[src/battery_module_cell_monitor_macros.svh]
`ifndef BATTERY_MODULE_CELL_MONITOR_MACROS_SVH
`define BATTERY_MODULE_CELL_MONITOR_MACROS_SVH

// same-cycle implication
`define BMCM_ASSERT_NOW(lbl, clk, rstn, ante, cons, msg) \
    lbl: assert property (@(posedge clk) disable iff (!(rstn)) (ante) |-> (cons)) \
        else $error(msg);

// next-cycle implication
`define BMCM_ASSERT_NEXT(lbl, clk, rstn, ante, cons, msg) \
    lbl: assert property (@(posedge clk) disable iff (!(rstn)) (ante) |=> (cons)) \
        else $error(msg);

`endif

[src/bmcm_pkg.sv]
`timescale 1ns / 1ps
`default_nettype none

package bmcm_pkg;

    localparam int MAX_CELLS_DEF = 16;
    localparam int MAX_TEMPS_DEF = 8;

    localparam logic [4:0]        NUM_CELLS_RST = 5'd16;
    localparam logic [3:0]        NUM_TEMPS_RST = 4'd8;
    localparam logic [15:0]       EMPTY_MV_RST  = 16'd3000;
    localparam logic [15:0]       FULL_MV_RST   = 16'd4200;
    localparam logic [15:0]       DEAD_MV_RST   = 16'd2500;
    localparam logic [15:0]       TTL_MS_RST    = 16'd1000;
    localparam logic signed [7:0] MAX_TEMP_RST  = 8'sd60;

    localparam logic [5:0]        ALL_GROUPS      = 6'h3F;
    localparam logic signed [7:0] TEMP_NONE       = -8'sd128;
    localparam logic signed [7:0] TEMP_FLOOR      = -8'sd126;
    localparam logic signed [7:0] TEMP_LOW_START  = 8'sd126;
    localparam logic signed [7:0] TEMP_HIGH_START = -8'sd126;
    localparam logic [19:0]       TOTAL_LIMIT     = 20'hFFFFF;
    localparam logic [15:0]       CELL_LOW_START  = 16'hFFFF;

    typedef enum logic [2:0] {
        OP_SET_CELL  = 3'd0,
        OP_SET_TEMP  = 3'd1,
        OP_GROUP     = 3'd2,
        OP_HEARTBEAT = 3'd3,
        OP_TICK      = 3'd4,
        OP_RECHECK   = 3'd5
    } t_opcode;

    typedef enum logic [2:0] {
        CFG_NUM_CELLS = 3'd0,
        CFG_NUM_TEMPS = 3'd1,
        CFG_EMPTY_MV  = 3'd2,
        CFG_FULL_MV   = 3'd3,
        CFG_DEAD_MV   = 3'd4,
        CFG_TTL_MS    = 3'd5,
        CFG_MAX_TEMP  = 3'd6
    } t_cfg_reg;

    typedef enum logic [1:0] {
        ST_IDLE = 2'd0,
        ST_SCAN = 2'd1,
        ST_FIN  = 2'd2
    } t_state;

    typedef struct packed {
        logic [2:0]        opcode;
        logic [3:0]        slot_index;
        logic [15:0]       cell_mv;
        logic signed [7:0] temperature;
        logic [10:0]       message_id;
    } t_item;

    typedef struct packed {
        logic [19:0]       total_mv;
        logic [15:0]       lowest_cell_mv;
        logic [15:0]       highest_cell_mv;
        logic signed [7:0] lowest_temp;
        logic signed [7:0] highest_temp;
        logic              empty_flag;
        logic              full_flag;
        logic              dead_flag;
        logic              over_temp_flag;
        logic              alive;
        logic              populated;
    } t_result;

    typedef struct packed {
        logic init;
        logic cell_en;
        logic temp_en;
    } t_scan_ctl;

    typedef struct packed {
        logic [15:0] empty_mv;
        logic [15:0] full_mv;
        logic [15:0] dead_mv;
    } t_thresh;

    typedef struct packed {
        logic [19:0]       total_mv;
        logic [15:0]       lo_mv;
        logic [15:0]       hi_mv;
        logic signed [7:0] lo_temp;
        logic signed [7:0] hi_temp;
        logic              any_empty;
        logic              any_full;
        logic              any_dead;
        logic              have_temp;
    } t_stats;

endpackage

`default_nettype wire

[src/battery_module_cell_monitor.sv]
// channel | ports                              | handshake
// item    | i_item                             | start high, busy low
// result  | o_result                           | o_strobe, one cycle, no stall
// config  | i_cfg_we, i_cfg_index, i_cfg_wdata | i_cfg_we high
//
// cells and sensors sit in two rotating rings of stages; one pass
// over both rings updates and scans them
// an accepted item runs through ST_SCAN and ST_FIN, and the strobe is registered from
// ST_FIN; busy is low again in the strobe cycle, so the next item can start then
// synchronous active-low reset restores registers, readings, clock and flags; no stalls
`timescale 1ns / 1ps
`default_nettype none
`include "battery_module_cell_monitor_macros.svh"

module battery_module_cell_monitor
    import bmcm_pkg::*;
#(
    parameter int MAX_CELLS = MAX_CELLS_DEF,
    parameter int MAX_TEMPS = MAX_TEMPS_DEF
) (
    input  wire logic        i_clk,
    input  wire logic        i_rst_n,
    input  wire logic        start,
    output logic             busy,
    input  wire t_item       i_item,
    output logic             o_strobe,
    output t_result          o_result,
    input  wire logic        i_cfg_we,
    input  wire logic [2:0]  i_cfg_index,
    input  wire logic [15:0] i_cfg_wdata
);

    localparam int STEPS = (MAX_CELLS > MAX_TEMPS) ? MAX_CELLS : MAX_TEMPS;
    localparam int KW    = $clog2(STEPS + 1);
    localparam int CMPW  = (KW > 5) ? KW : 5;

    logic [4:0]        r_num_cells;
    logic [3:0]        r_num_temps;
    logic [15:0]       r_empty_mv;
    logic [15:0]       r_full_mv;
    logic [15:0]       r_dead_mv;
    logic [15:0]       r_ttl_ms;
    logic signed [7:0] r_max_temp;

    t_state            r_state;
    t_state            n_state;
    logic [KW-1:0]     r_k;
    t_item             r_item;
    logic [5:0]        r_groups;
    logic              r_populated;
    logic              r_reported;
    logic [31:0]       r_last_beat;
    logic [31:0]       r_now;
    logic              r_strobe;
    t_result           r_result;

    logic              accept;
    logic              scanning;
    logic              last_step;
    logic              cell_live;
    logic              temp_live;
    logic              cell_fit;
    logic              temp_fit;
    logic              cell_hit;
    logic              temp_hit;
    logic [15:0]       cell_head;
    logic [15:0]       cell_tail;
    logic signed [7:0] temp_head;
    logic signed [7:0] temp_tail;
    logic [6:0]        grp_raw;
    logic [2:0]        grp_bit;
    logic [31:0]       beat_age;
    logic              alive;
    logic              n_populated;
    t_scan_ctl         scan_ctl;
    t_thresh           thr;
    t_stats            stats;

    logic [15:0] cell_q [MAX_CELLS];
    logic [7:0]  temp_q [MAX_TEMPS];

    assign accept = start && !busy;

    always_ff @(posedge i_clk) begin
        if (!i_rst_n) begin
            r_num_cells <= NUM_CELLS_RST;
            r_num_temps <= NUM_TEMPS_RST;
            r_empty_mv  <= EMPTY_MV_RST;
            r_full_mv   <= FULL_MV_RST;
            r_dead_mv   <= DEAD_MV_RST;
            r_ttl_ms    <= TTL_MS_RST;
            r_max_temp  <= MAX_TEMP_RST;
        end else if (i_cfg_we) begin
            case (i_cfg_index)
                CFG_NUM_CELLS: r_num_cells <= i_cfg_wdata[4:0];
                CFG_NUM_TEMPS: r_num_temps <= i_cfg_wdata[3:0];
                CFG_EMPTY_MV:  r_empty_mv  <= i_cfg_wdata;
                CFG_FULL_MV:   r_full_mv   <= i_cfg_wdata;
                CFG_DEAD_MV:   r_dead_mv   <= i_cfg_wdata;
                CFG_TTL_MS:    r_ttl_ms    <= i_cfg_wdata;
                CFG_MAX_TEMP:  r_max_temp  <= i_cfg_wdata[7:0];
                default: ;
            endcase
        end
    end

    always_comb begin
        n_state = r_state;
        case (r_state)
            ST_IDLE: if (start) n_state = ST_SCAN;
            ST_SCAN: if (last_step) n_state = ST_FIN;
            ST_FIN:  n_state = ST_IDLE;
            default: n_state = ST_IDLE;
        endcase
    end

    always_comb begin
        busy     = 1'b1;
        scanning = 1'b0;
        case (r_state)
            ST_IDLE: busy = 1'b0;
            ST_SCAN: scanning = 1'b1;
            ST_FIN:  busy = 1'b1;
            default: busy = 1'b1;
        endcase
    end

    always_ff @(posedge i_clk) begin
        if (!i_rst_n) begin
            r_state <= ST_IDLE;
            r_k     <= '0;
        end else begin
            r_state <= n_state;
            if (accept) begin
                r_k <= '0;
            end else if (scanning) begin
                r_k <= r_k + 1'b1;
            end
        end
    end

    always_ff @(posedge i_clk) begin
        if (accept) begin
            r_item <= i_item;
        end
    end

    // ring position and write selection
    assign last_step = (r_k == KW'(STEPS - 1));
    assign cell_live = scanning && (CMPW'(r_k) < CMPW'(MAX_CELLS));
    assign temp_live = scanning && (CMPW'(r_k) < CMPW'(MAX_TEMPS));
    assign cell_fit  = CMPW'(r_k) < CMPW'(r_num_cells);
    assign temp_fit  = CMPW'(r_k) < CMPW'(r_num_temps);
    assign cell_hit  = (r_item.opcode == OP_SET_CELL) && cell_fit
                       && (CMPW'(r_k) == CMPW'(r_item.slot_index));
    assign temp_hit  = (r_item.opcode == OP_SET_TEMP) && temp_fit
                       && (CMPW'(r_k) == CMPW'(r_item.slot_index));

    assign cell_head = cell_q[0];
    assign temp_head = temp_q[0];
    assign cell_tail = cell_hit ? r_item.cell_mv : cell_head;
    assign temp_tail = temp_hit ? r_item.temperature : temp_head;

    genvar gi;
    generate
        for (gi = 0; gi < MAX_CELLS; gi++) begin : g_cell
            bmcm_stage #(
                .W       (16),
                .RST_VAL (16'd0)
            ) u_stage (
                .i_clk   (i_clk),
                .i_rst_n (i_rst_n),
                .i_shift (cell_live),
                .i_d     ((gi == MAX_CELLS - 1) ? cell_tail : cell_q[(gi + 1) % MAX_CELLS]),
                .o_q     (cell_q[gi])
            );
        end
        for (gi = 0; gi < MAX_TEMPS; gi++) begin : g_temp
            bmcm_stage #(
                .W       (8),
                .RST_VAL (TEMP_NONE)
            ) u_stage (
                .i_clk   (i_clk),
                .i_rst_n (i_rst_n),
                .i_shift (temp_live),
                .i_d     ((gi == MAX_TEMPS - 1) ? temp_tail : temp_q[(gi + 1) % MAX_TEMPS]),
                .o_q     (temp_q[gi])
            );
        end
    endgenerate

    always_comb begin
        scan_ctl.init    = accept;
        scan_ctl.cell_en = cell_live && cell_fit;
        scan_ctl.temp_en = temp_live && temp_fit;
        thr.empty_mv     = r_empty_mv;
        thr.full_mv      = r_full_mv;
        thr.dead_mv      = r_dead_mv;
    end

    bmcm_scan u_scan (
        .i_clk     (i_clk),
        .i_ctl     (scan_ctl),
        .i_thr     (thr),
        .i_cell_mv (cell_tail),
        .i_temp    (temp_tail),
        .o_stats   (stats)
    );

    // group, heartbeat and clock updates at acceptance
    assign grp_raw = i_item.message_id[10:4];
    assign grp_bit = 3'(grp_raw - 7'd2);

    always_ff @(posedge i_clk) begin
        if (!i_rst_n) begin
            r_groups    <= '0;
            r_reported  <= 1'b0;
            r_last_beat <= '0;
            r_now       <= '0;
        end else if (accept) begin
            case (i_item.opcode)
                OP_GROUP: begin
                    if (grp_raw inside {[7'd2:7'd7]}) r_groups[grp_bit] <= 1'b1;
                end
                OP_HEARTBEAT: begin
                    r_last_beat <= r_now;
                    r_reported  <= 1'b1;
                end
                OP_TICK: r_now <= r_now + 32'd1;
                default: ;
            endcase
        end
    end

    assign beat_age    = r_now - r_last_beat;
    assign alive       = r_reported ? (beat_age < {16'd0, r_ttl_ms})
                                    : (r_now < {16'd0, r_ttl_ms});
    assign n_populated = (r_item.opcode == OP_RECHECK)
                         ? ((r_groups == ALL_GROUPS) && stats.have_temp)
                         : r_populated;

    always_ff @(posedge i_clk) begin
        if (!i_rst_n) begin
            r_populated <= 1'b0;
            r_strobe    <= 1'b0;
        end else begin
            r_strobe <= (r_state == ST_FIN);
            if (r_state == ST_FIN) r_populated <= n_populated;
        end
    end

    always_ff @(posedge i_clk) begin
        if (r_state == ST_FIN) begin
            r_result.total_mv        <= stats.total_mv;
            r_result.lowest_cell_mv  <= stats.lo_mv;
            r_result.highest_cell_mv <= stats.hi_mv;
            r_result.lowest_temp     <= stats.lo_temp;
            r_result.highest_temp    <= stats.hi_temp;
            r_result.empty_flag      <= n_populated && stats.any_empty;
            r_result.full_flag       <= n_populated && stats.any_full;
            r_result.dead_flag       <= n_populated && stats.any_dead;
            r_result.over_temp_flag  <= stats.hi_temp > r_max_temp;
            r_result.alive           <= alive;
            r_result.populated       <= n_populated;
        end
    end

    assign o_strobe = r_strobe;
    assign o_result = r_result;

    `BMCM_ASSERT_NEXT(a_accept_scan, i_clk, i_rst_n, accept,
        (r_state == ST_SCAN) && (r_k == '0), "accepted item did not start a pass")
    `BMCM_ASSERT_NEXT(a_fin_strobe, i_clk, i_rst_n, r_state == ST_FIN,
        o_strobe && !busy, "finished pass gave no result")
    `BMCM_ASSERT_NEXT(a_single_strobe, i_clk, i_rst_n, o_strobe,
        !o_strobe, "result shown twice")
    `BMCM_ASSERT_NOW(a_step_range, i_clk, i_rst_n, r_state == ST_SCAN,
        CMPW'(r_k) < CMPW'(STEPS), "ring step out of range")

endmodule

`default_nettype wire

[src/bmcm_stage.sv]
`timescale 1ns / 1ps
`default_nettype none

module bmcm_stage
    import bmcm_pkg::*;
#(
    parameter int           W       = 16,
    parameter logic [W-1:0] RST_VAL = '0
) (
    input  wire logic         i_clk,
    input  wire logic         i_rst_n,
    input  wire logic         i_shift,
    input  wire logic [W-1:0] i_d,
    output logic      [W-1:0] o_q
);

    logic [W-1:0] r_q;

    always_ff @(posedge i_clk) begin
        if (!i_rst_n) begin
            r_q <= RST_VAL;
        end else if (i_shift) begin
            r_q <= i_d;
        end
    end

    assign o_q = r_q;

endmodule

`default_nettype wire

[src/bmcm_scan.sv]
`timescale 1ns / 1ps
`default_nettype none

module bmcm_scan
    import bmcm_pkg::*;
(
    input  wire logic              i_clk,
    input  wire t_scan_ctl         i_ctl,
    input  wire t_thresh           i_thr,
    input  wire logic [15:0]       i_cell_mv,
    input  wire logic signed [7:0] i_temp,
    output t_stats                 o_stats
);

    logic [19:0]       r_total;
    logic [15:0]       r_lo;
    logic [15:0]       r_hi;
    logic signed [7:0] r_tlo;
    logic signed [7:0] r_thi;
    logic              r_empty;
    logic              r_full;
    logic              r_dead;
    logic              r_have;
    logic [20:0]       n_sum;

    assign n_sum = {1'b0, r_total} + 21'(i_cell_mv);

    always_ff @(posedge i_clk) begin
        if (i_ctl.init) begin
            r_total <= '0;
            r_lo    <= CELL_LOW_START;
            r_hi    <= '0;
            r_tlo   <= TEMP_LOW_START;
            r_thi   <= TEMP_HIGH_START;
            r_empty <= 1'b0;
            r_full  <= 1'b0;
            r_dead  <= 1'b0;
            r_have  <= 1'b0;
        end else begin
            if (i_ctl.cell_en) begin
                r_total <= n_sum[20] ? TOTAL_LIMIT : n_sum[19:0];
                if (i_cell_mv < r_lo) r_lo <= i_cell_mv;
                if (i_cell_mv > r_hi) r_hi <= i_cell_mv;
                if (i_cell_mv <= i_thr.empty_mv) r_empty <= 1'b1;
                if (i_cell_mv >= i_thr.full_mv) r_full <= 1'b1;
                if (i_cell_mv <= i_thr.dead_mv) r_dead <= 1'b1;
            end
            if (i_ctl.temp_en) begin
                if (i_temp > TEMP_NONE) r_have <= 1'b1;
                if (i_temp >= TEMP_FLOOR) begin
                    if (i_temp < r_tlo) r_tlo <= i_temp;
                    if (i_temp > r_thi) r_thi <= i_temp;
                end
            end
        end
    end

    always_comb begin
        o_stats.total_mv  = r_total;
        o_stats.lo_mv     = r_lo;
        o_stats.hi_mv     = r_hi;
        o_stats.lo_temp   = r_tlo;
        o_stats.hi_temp   = r_thi;
        o_stats.any_empty = r_empty;
        o_stats.any_full  = r_full;
        o_stats.any_dead  = r_dead;
        o_stats.have_temp = r_have;
    end

endmodule

`default_nettype wire

[config.mk]
export PLATFORM = sky130hd
export DESIGN_NAME = battery_module_cell_monitor
export DESIGN_NICKNAME = d
export VERILOG_FILES = /design/src/bmcm_pkg.sv /design/src/battery_module_cell_monitor.sv /design/src/bmcm_stage.sv /design/src/bmcm_scan.sv
export VERILOG_INCLUDE_DIRS = /design/src /design/src/src
export SDC_FILE = /design/constraint.sdc
export NUM_CORES = 1
export LEC_CHECK = 0
export ABC_AREA = 1
export CORE_MARGIN = 4
export CORE_UTILIZATION = 58
export DETAILED_ROUTE_END_ITERATION = 7
export DONT_BUFFER_PORTS = 1
export PLACE_DENSITY = 0.76
export SYNTH_ARGS = -nofsm -noshare
export SYNTH_HDL_FRONTEND = slang
export SYNTH_SLANG_ARGS = --single-unit
[constraint.sdc]
create_clock -name i_clk -period 4.32 [get_ports i_clk]
set_input_delay 0.648 -clock i_clk [delete_from_list [all_inputs] [get_ports i_clk]]
set_output_delay 0.648 -clock i_clk [all_outputs]
set_load 0.005 [all_outputs]
# Word level (Yosys, flattened, before mapping)
# Cells that the tools add are included.
totals:
  output_inout_bits: 76
  mem_count: 0
  reg_bits: 658
  word_cells: 158
  romBits: 0
  ram_bits: 0
  input_bits: 65
  latch_bits: 0
classes:
  n_mux: 12
  n_lt_le_gt_ge: 20
  mul: 0
  n_addsub: 5
  n_bitwise: 2
  eq_ne: 18
  shifts: 0
  reduce_logical: 38
  div_mod_pow: 0
op_table:
  columns: ["cell", "count"]
  rows:
  - ["< comparator 32 x 16 -> 1 bit", 2]
  - ["adder 32 x 1 -> 32 bit, second input constant", 1]
  - ["<= comparator 16 bit", 2]
  - ["AND reduction 2 bit", 16]
  - ["subtractor 32 bit", 1]
  - ["adder 20 x 16 -> 21 bit", 1]
  - ["2-to-1 mux 20 bit", 1]
  - [">= comparator 16 bit", 1]
  - ["> comparator 16 bit", 1]
  - ["> comparator 8 bit", 2]
  - ["< comparator 16 bit", 1]
  - ["2-to-1 mux 16 bit", 1]
  - ["== test 3 bit, second input constant", 5]
  - ["logical AND 1 bit", 15]
  - ["== test 3 x 2 -> 1 bit, second input constant", 4]
  - ["AND reduction 3 bit", 3]
  - [">= comparator 8 bit, second input constant", 1]
  - ["> comparator 8 bit, second input constant", 1]
  - ["< comparator 8 bit", 1]
  - ["2-to-1 mux 8 bit", 1]
  - [">= comparator 7 x 2 -> 1 bit, second input constant", 1]
  - ["<= comparator 7 x 3 -> 1 bit, second input constant", 1]
  - ["== test 3 x 1 -> 1 bit, second input constant", 2]
  - ["== test 6 bit, second input constant", 1]
  - ["other kinds (22)", 29]

# Depth between registers and ports, before layout
# Gate-level depths: netlist (run 1).
depth:
  ltp_word: 6
  depth_mapped: 25
  depth_no_buf: 24

# By module
# From an unflattened synthesis (run 1), not the netlist that was laid out.
hier_totals:
  hier_cells: 4630
  hier_area_um2: 33256.9
by_module_without_submodules:
  columns: ["mod", "instances", "area_each_um2", "seq_area_each_um2", "cells_per_inst"]
  rows:
  - ["battery_module_cell_monitor", 1, 13492.9, 6376.1, 1685]
  - ["bmcm_stage (g_cell[0].u_stage ...)", 16, 674.4, 320.3, 101]
  - ["bmcm_scan", 1, 6251.0, 1441.4, 929]
  - ["bmcm_stage (g_temp[0].u_stage ...)", 8, 340.3, 160.2, 50]

# Least setup slack after synthesis (run 1)
# Ideal clock, no wire load.
synth_timing:
  path_kind: "register to register"
  start: "register r_state[1]"
  end: "register r_result (netlist bit o_result[0]) (enable)"
  arrival_ns: 3.595
  t_required_ns: 3.810
  slack_ns: 0.215
  setup_time_ns: 0.510
  period_less_slack_ns: 4.105
  n_path_buf: 0
  path_stages_with_launch: 3
  cell_sequence: "dfxtp_1 -> inv_2 -> nor2_1"
synth_via:
  elab_chain_cells: 1
synth_rtl:
  columns: ["element", "line", "text"]
  rows:
  - ["from (decl)", "battery_module_cell_monitor.sv:45", "t_state r_state;"]
  - ["from (signal assigned)", "battery_module_cell_monitor.sv:133", "r_state <= n_state;"]
  - ["== test 2 bit", "battery_module_cell_monitor.sv:253", "if (r_state == ST_FIN) begin"]
  - ["to (decl)", "battery_module_cell_monitor.sv:55", "t_result r_result;"]
# Every way passes these cells.
# A chain may end at the register's enable or synchronous reset.

# Final worst setup path (run 1)
layout_timing:
  start: "register r_num_cells[4]"
  end: "register u_scan.r_total[1]"
layout_via:
  elab_chain_cells: 6
  word_cells_on_any_way: 7
  classes_between: "1 x add/sub; 1 x order compare; 2 x mux; 3 x reduce/logical"
layout_rtl:
  columns: ["element", "line", "text"]
  rows:
  - ["from (decl)", "battery_module_cell_monitor.sv:37", "logic [4:0] r_num_cells;"]
  - ["from (signal assigned)", "battery_module_cell_monitor.sv:95", "CFG_NUM_CELLS: r_num_cells <= i_cfg_wdata[4:0];"]
  - ["< comparator 5 bit", "battery_module_cell_monitor.sv:152", "assign cell_fit = CMPW'(r_k) < CMPW'(r_num_cells);"]
  - ["logical AND 1 bit", "battery_module_cell_monitor.sv:154", "assign cell_hit = (r_item.opcode == OP_SET_CELL) && cell_fit"]
  - ["logical AND 1 bit", "battery_module_cell_monitor.sv:155", "&& (CMPW'(r_k) == CMPW'(r_item.slot_index));"]
  - ["2-to-1 mux 16 bit", "battery_module_cell_monitor.sv:161", "assign cell_tail = cell_hit ? r_item.cell_mv : cell_head;"]
  - ["via cell_tail[2]", "battery_module_cell_monitor.sv:67", "logic [15:0] cell_tail;"]
  - ["adder 20 x 16 -> 21 bit", "bmcm_scan.sv:26", "assign n_sum = {1'b0, r_total} + 21'(i_cell_mv);"]
  - ["2-to-1 mux 20 bit", "bmcm_scan.sv:41", "r_total <= n_sum[20] ? TOTAL_LIMIT : n_sum[19:0];"]
  - ["to (signal assigned)", "bmcm_scan.sv:41", null]
  - ["to (decl)", "bmcm_scan.sv:15", "logic [19:0] r_total;"]
# The timed path passes the listed nets, and every way through them passes these cells.

==> metrics.cfg, run 1 <==
[setup_path]
r2r_setup_slack_ns=0.39
cp_slowest_cell=ha_1
path_delay_family=simple AND/OR/NAND/NOR gates
cp-start-kind=flop
crit_type=flop to flop
critPathBufInv=3
cp_max_fo=28
cp.arrival_ns=4.44
crit_top_cell=nand2_1
critical_path.cell_chain=inv_1, ha_1, nand2_1, nor2_1, nand2_1, nand3_1, nor2_1, nand2_2, buf_4, nor2_1, a21oi_1, ha_1, nand2_1, o21ai_0, nand2_1, nand2_1, a21oi_1, o21ai_1, nand2_1, nand2_1, a21oi_2, buf_4, a221oi_1
cp_data_required_time_ns=4.83
cp-end-kind=flop
slowest_delay_ns=0.40

[cells_and_area]
final_common_cell=nor2_1
regArea_sq_um=14200
multiInputGateArea_sq_um=13000
area_delta_synth_final_pct=9.96
drive_gt1_share_pct=5.78
nFillCells=4165
most-common-layout-cells=nor2_1, dfxtp_1, o21ai_0
antenna_cells=0
layout.nets=3844
fin_cells=4321

[place]
place_congestion=0.904
place_inst=4195
portBuffers=0
hpwl_microns=44000

[routing]
firstDrtPassIters=6
drt_wl_total_microns=67100
post-route-drc-count=0
via_per_inst=5.42
vias=23413
wl_per_cell_microns=15.5
drt-initial-drc-count=2047
detail-route-antenna-nets=0

[timing]
rsz0062_at_grt=false
tightest_slew_ns=1.28
fmax_ghz=0.255
finalSetupViolations=0
setup_tns_ns=0
skew_ns=0.0246
maxSlewViolCount=0
fin_crit_sh_pct=90.9
final_hold_viol_count=0
min_period_ns=3.93
max_slew_margin_pct=14.9

[global_routing]
antenna_found_initial=0
grt_first_pass_wirelength_microns=107000
grt_use_total_pct=24.0
grt-ovfl-total=0
first_global_vias=21061
grt_max_degree=441

[pwr]
leakagePower_nw=14.3
ir_worst_vdd_mv=0.286
p_per_area_nw_per_um2=471
power_mw=15.2

[logic_synthesis]
synth_fp_nets=3892
yosysUniqueCellTypes=56
avgSynthCellArea_sq_um=8.06
synth_warnings=0
synth_flop_cell=dfxtp_1
synthArstFlopShare_pct=0
ys_seq_area_share_pct=48.5
syn_area_sq_um=29400
synth_edf_count=105
syn-instance-count=3641
ys_ff_latch=658

[clocking]
insertion_delay_ns=0.61
cts_buffers=68
cts_setup_buffers=0
h-tree-depth=3
clock_path_buffers=3
cts_tree=done
clk_pin_slew_ns=0.06
ctsResizeCount=0
clockRootBuffer=clkbuf_16
clkSinkCount=658
postCtsHoldBufs=0

[floorplanning]
num_io_pins=141
initial_utilization_pct=58.6
die_area_sq_um=54300
rows=82
coreArea_sq_um=50100
die_h_microns=233
die_w_microns=233

[hold_path]
hold_path_class=input port to flop

[run_status]
status=completed

[flow_run]
drv_cap=0

cells in the mapped netlist, types with 8 or more instances:
cell type / n / area [sq um]
a211oi_1: 17 / 128
a21oi_1: 313 / 1570
clkbuf_1: 146 / 548
dfxtp_1: 553 / 11100
edfxtp_1: 105 / 3150
ha_1: 184 / 2300
inv_1: 391 / 1470
inv_2: 11 / 41.3
nand2_1: 340 / 1280
nand2_2: 8 / 50.1
nand3_1: 113 / 566
nand4_1: 41 / 257
nor2_1: 679 / 2550
nor3_1: 45 / 225
nor4_1: 12 / 75.1
o211ai_1: 36 / 270
o21a_1: 11 / 82.6
o21ai_0: 491 / 2460
o21bai_1: 22 / 165
xnor2_1: 13 / 114
xor2_1: 28 / 245
power by group:
part | switching, mW | total, mW | leakage (nW) | internal (mW)
Clock | 2.45 | 6.15 | 1.16 | 3.70
Combinational | 1.31 | 2.05 | 7.69 | 0.743
Sequential | 0.274 | 6.99 | 5.50 | 6.71
Total | 4.03 | 15.2 | 14.3 | 11.2
worst paths after layout:
kind                        from                 to  cells past startpoint
setup / recovery  r_num_cells[4]  u_scan.r_total[1]                     23
hold / removal        i_item[21]         r_item[21]                      0
hold reg to reg   u_scan.r_hi[6]       o_result[28]                      0
setup reg to reg  r_num_cells[4]  u_scan.r_total[1]                     23
through the flow:
step           hold WS (ns)  utilization [%]  cell area (sq um)  setup slack [ns]
5_1_grt               0.117             64.5              32300            0.0233
3_5_place_dp          0.425             59.7              29900             0.324
3_3_place_gp          0.411             59.7              29900             0.446
6_report              0.134             64.5              32300             0.392
2_1_floorplan         0.408                -              29400             0.215
4_1_cts               0.107             64.5              32300             0.277
layout make-up:
cell class / instances / area share, %
Sequential cell: 658 / 44.1
Multi-Input combinational cell: 2422 / 40.3
Clock buffer: 101 / 6.29
Inverter: 403 / 4.71
Tap cell: 672 / 2.61
Clock inverter: 25 / 1.08
Timing Repair Buffer: 40 / 0.930
cell families (layout without fill, tap and decap cells):
| family | after synthesis | count (layout) | share of synthesized area (%) |
|---|---|---|---|
| xor gates and xnor gates | 41 | 41 | 1.22 |
| adders and majority gates | 186 | 186 | 7.98 |
| AOI/OAI and AO/OA | 925 | 925 | 16.9 |
| and+or+nand+nor | 1270 | 1270 | 18.1 |
| buffers and inverters | 561 | 569 | 7.32 |
| DFF | 658 | 658 | 48.5 |
per-layer routing:
metal	vias to the layer above	global-route usage, %	routed length, microns
met4	0	8.12	1880
met3	128	3.92	3940
met5	-	0	0
li1	12012	-	-
met1	10645	33.9	31400
met2	628	37.6	29900
registers in the layout, indices dropped and copies added (netlist names), 20 cells and up:
| name | count |
|---|---|
| r_last_beat | 32 |
| g_temp.u_stage.o_q | 64 |
| r_item | 31 |
| o_result | 74 |
| g_cell.u_stage.o_q | 256 |
| r_now | 32 |
| u_scan.r_total | 20 |
Note: power is estimated with default switching activity, not from simulation.
==> run 2: changes to the inputs <==
--- a/config.mk
+++ b/config.mk
@@ -11,6 +11,7 @@
 export CORE_UTILIZATION = 58
 export DETAILED_ROUTE_END_ITERATION = 7
 export DONT_BUFFER_PORTS = 1
+export MAX_ROUTING_LAYER = met4
 export PLACE_DENSITY = 0.76
 export SYNTH_ARGS = -nofsm -noshare
 export SYNTH_HDL_FRONTEND = slang
==> run 2 against run 1 <==
  * Maximum frequency decreased by 1.8%
  * Non-clock buffer count decreased by 3
  * Worst hold slack improved by 0.00074 ns
  * Clock-buffer cell count decreased by 11
  * Utilization decreased by 0.32 points
  * Largest cell class unchanged
  * Largest power group unchanged
==> metrics.cfg, run 2 (same netlist as run 1, synthesis figures left out) <==
[setup_path]
crit_type=flop to flop
r2r_cells=18
cp_data_required_time_ns=4.77
regToRegStartpoint=r_num_cells[4]
cp_max_fo=28
r2r-end=u_scan.r_lo[9]
cp-start-kind=flop
cp.arrival_ns=4.45
r2r_setup_slack_ns=0.32
cp-end-kind=flop

[timing]
rsz0062_at_grt=false
skew_ns=0.0395
max_slew_margin_pct=24.4
fin_crit_sh_pct=92.6
final_hold_viol_count=0
fmax_ghz=0.250
finalSetupViolations=0
setup_tns_ns=0
hold_ws_ns=0.135
maxSlewViolCount=0
min_period_ns=4.00
tightest_slew_ns=1.13

[flow_run]
drv_cap=0

[global_routing]
grt-ovfl-total=0
grt_first_pass_wirelength_microns=108000
first_global_vias=21333
top_usage_layer=met2
use_met1_pct=33.8
antenna_found_initial=0
grt_max_degree=441
grtUsageMet3_pct=3.66
grt_use_total_pct=24.6
grtUsageMet2_pct=37.9

[place]
detailed_place.area_sq_um=29900
place_congestion=0.928
portBuffers=0
hpwl_microns=43500

[floorplanning]
initial_utilization_pct=58.6
num_io_pins=141
rows=82
die_area_sq_um=54300
coreArea_sq_um=50100
die_w_microns=233
die_h_microns=233

[clocking]
cts_setup_buffers=0
h-tree-depth=3
cts_buffers=68
clockRootBuffer=clkbuf_16
clk_pin_slew_ns=0.06
insertion_delay_ns=0.61
clkSinkCount=658
clock_path_buffers=3
cts_tree=done

[routing]
drt-initial-drc-count=2066
wl_per_cell_microns=15.4
post-route-drc-count=0
via_per_inst=5.42
vias=23379
firstDrtPassIters=5
drt_wl_total_microns=66200
detail-route-antenna-nets=0

[pwr]
switching_share_pct=26.8
power_switching_mw=3.97
power.internal_mw=10.9
leakagePower_nw=14.3
p_per_area_nw_per_um2=462
comb_power_share_pct=13.7
power_frac_clock_pct=39.1
ir_worst_vdd_mv=0.294
seq_power_share_pct=47.1

[cells_and_area]
final_common_cell=nor2_1
fin_area_sq_um=32100
layout.nets=3841
most-common-layout-cells=nor2_1, dfxtp_1, o21ai_0
nFillCells=4348
area_delta_synth_final_pct=9.40
drive_gt1_share_pct=5.61
largest_reg_flops=256

[hold_path]
hold_path_class=input port to flop
whs_path_depth=0
min-delay-start=i_item[11]
holdPathEnd=r_item[11]

[run_status]
status=completed

-- run 2: repair_timing --
action | in CTS | in global routing
setup endpoints to repair | 0 | 7
hold buffers | 0 | 0
gates resized for setup | 0 | 1
hold endpoints to repair | 0 | 0
-- run 2: how the worst max path moves through the flow --
| stage | start | to | slack (ns) |
|---|---|---|---|
| CTS | r_num_cells[4] | u_scan.r_total[1] | 0.25 |
| finish | r_num_cells[4] | u_scan.r_lo[9] | 0.32 |
| floorplan | r_state[1] | o_result[0] | 0.22 |
| detailed placement | r_num_cells[4] | u_scan.r_total[1] | 0.28 |
| global route | r_num_cells[4] | u_scan.r_hi[3] | 0.005 |
| global placement | r_num_cells[4] | u_scan.r_total[1] | 0.43 |
-- run 2: area by class of cell --
type                    instances  area [sq um]  share of cell area, %
inverters                     403          1520                   4.74
flip-flops and latches        658         14200                   44.3
well taps                     672           841                   2.62
repair buffers                 37           303                  0.943
clock buffers                  90          1930                   6.00
diodes                          1          2.50                0.00779
clock inverters                29           288                  0.896
multi-input cells            2422         13000                   40.5
-- run 2: power by group through the flow --
stage	clock, mW	combinational (mW)	sequential, mW
detailed placement	0	2.00	7.11
global placement	0	1.95	7.10
CTS	5.90	2.03	6.98
floorplan	0	1.63	7.01
global route	6.14	2.35	7.03
finish	5.80	2.04	6.99
-- run 2: metal layers --
layer	wire length, microns	part of all wire (%)
met1	31600	48
met2	29900	45
met3	3230	4.9
met4	1520	2.3
met5	0	0
-- run 2: through the flow --
step                      total power, mW  setup slack (ns)  cells  util, %
final                                14.8             0.321   4312     64.1
after detailed placement             9.11             0.283   4192     59.7
after global placement               9.05             0.430   4192     59.7
after CTS                            14.9             0.252   4311     64.1
after global routing                 15.5           0.00463   4311     64.1
after floorplan                      8.64             0.215   3641        -
-- run 2: critical path: stages (launching register included) --
cell and delay, ns:
dfxtp_1 0.30, inv_1 0.05, ha_1 0.32, a21oi_1 0.14, nand3_1 0.16, nor2_1 0.21, nand2_2 0.15, buf_4 0.26
a21oi_1 0.45, buf_4 0.29, ha_1 0.26, a21oi_1 0.14, nor2_1 0.06, a211oi_1 0.16, nand2_1 0.09, nand2_2 0.28
nand2_2 0.29, nand2_1 0.14, nand3_1 0.08
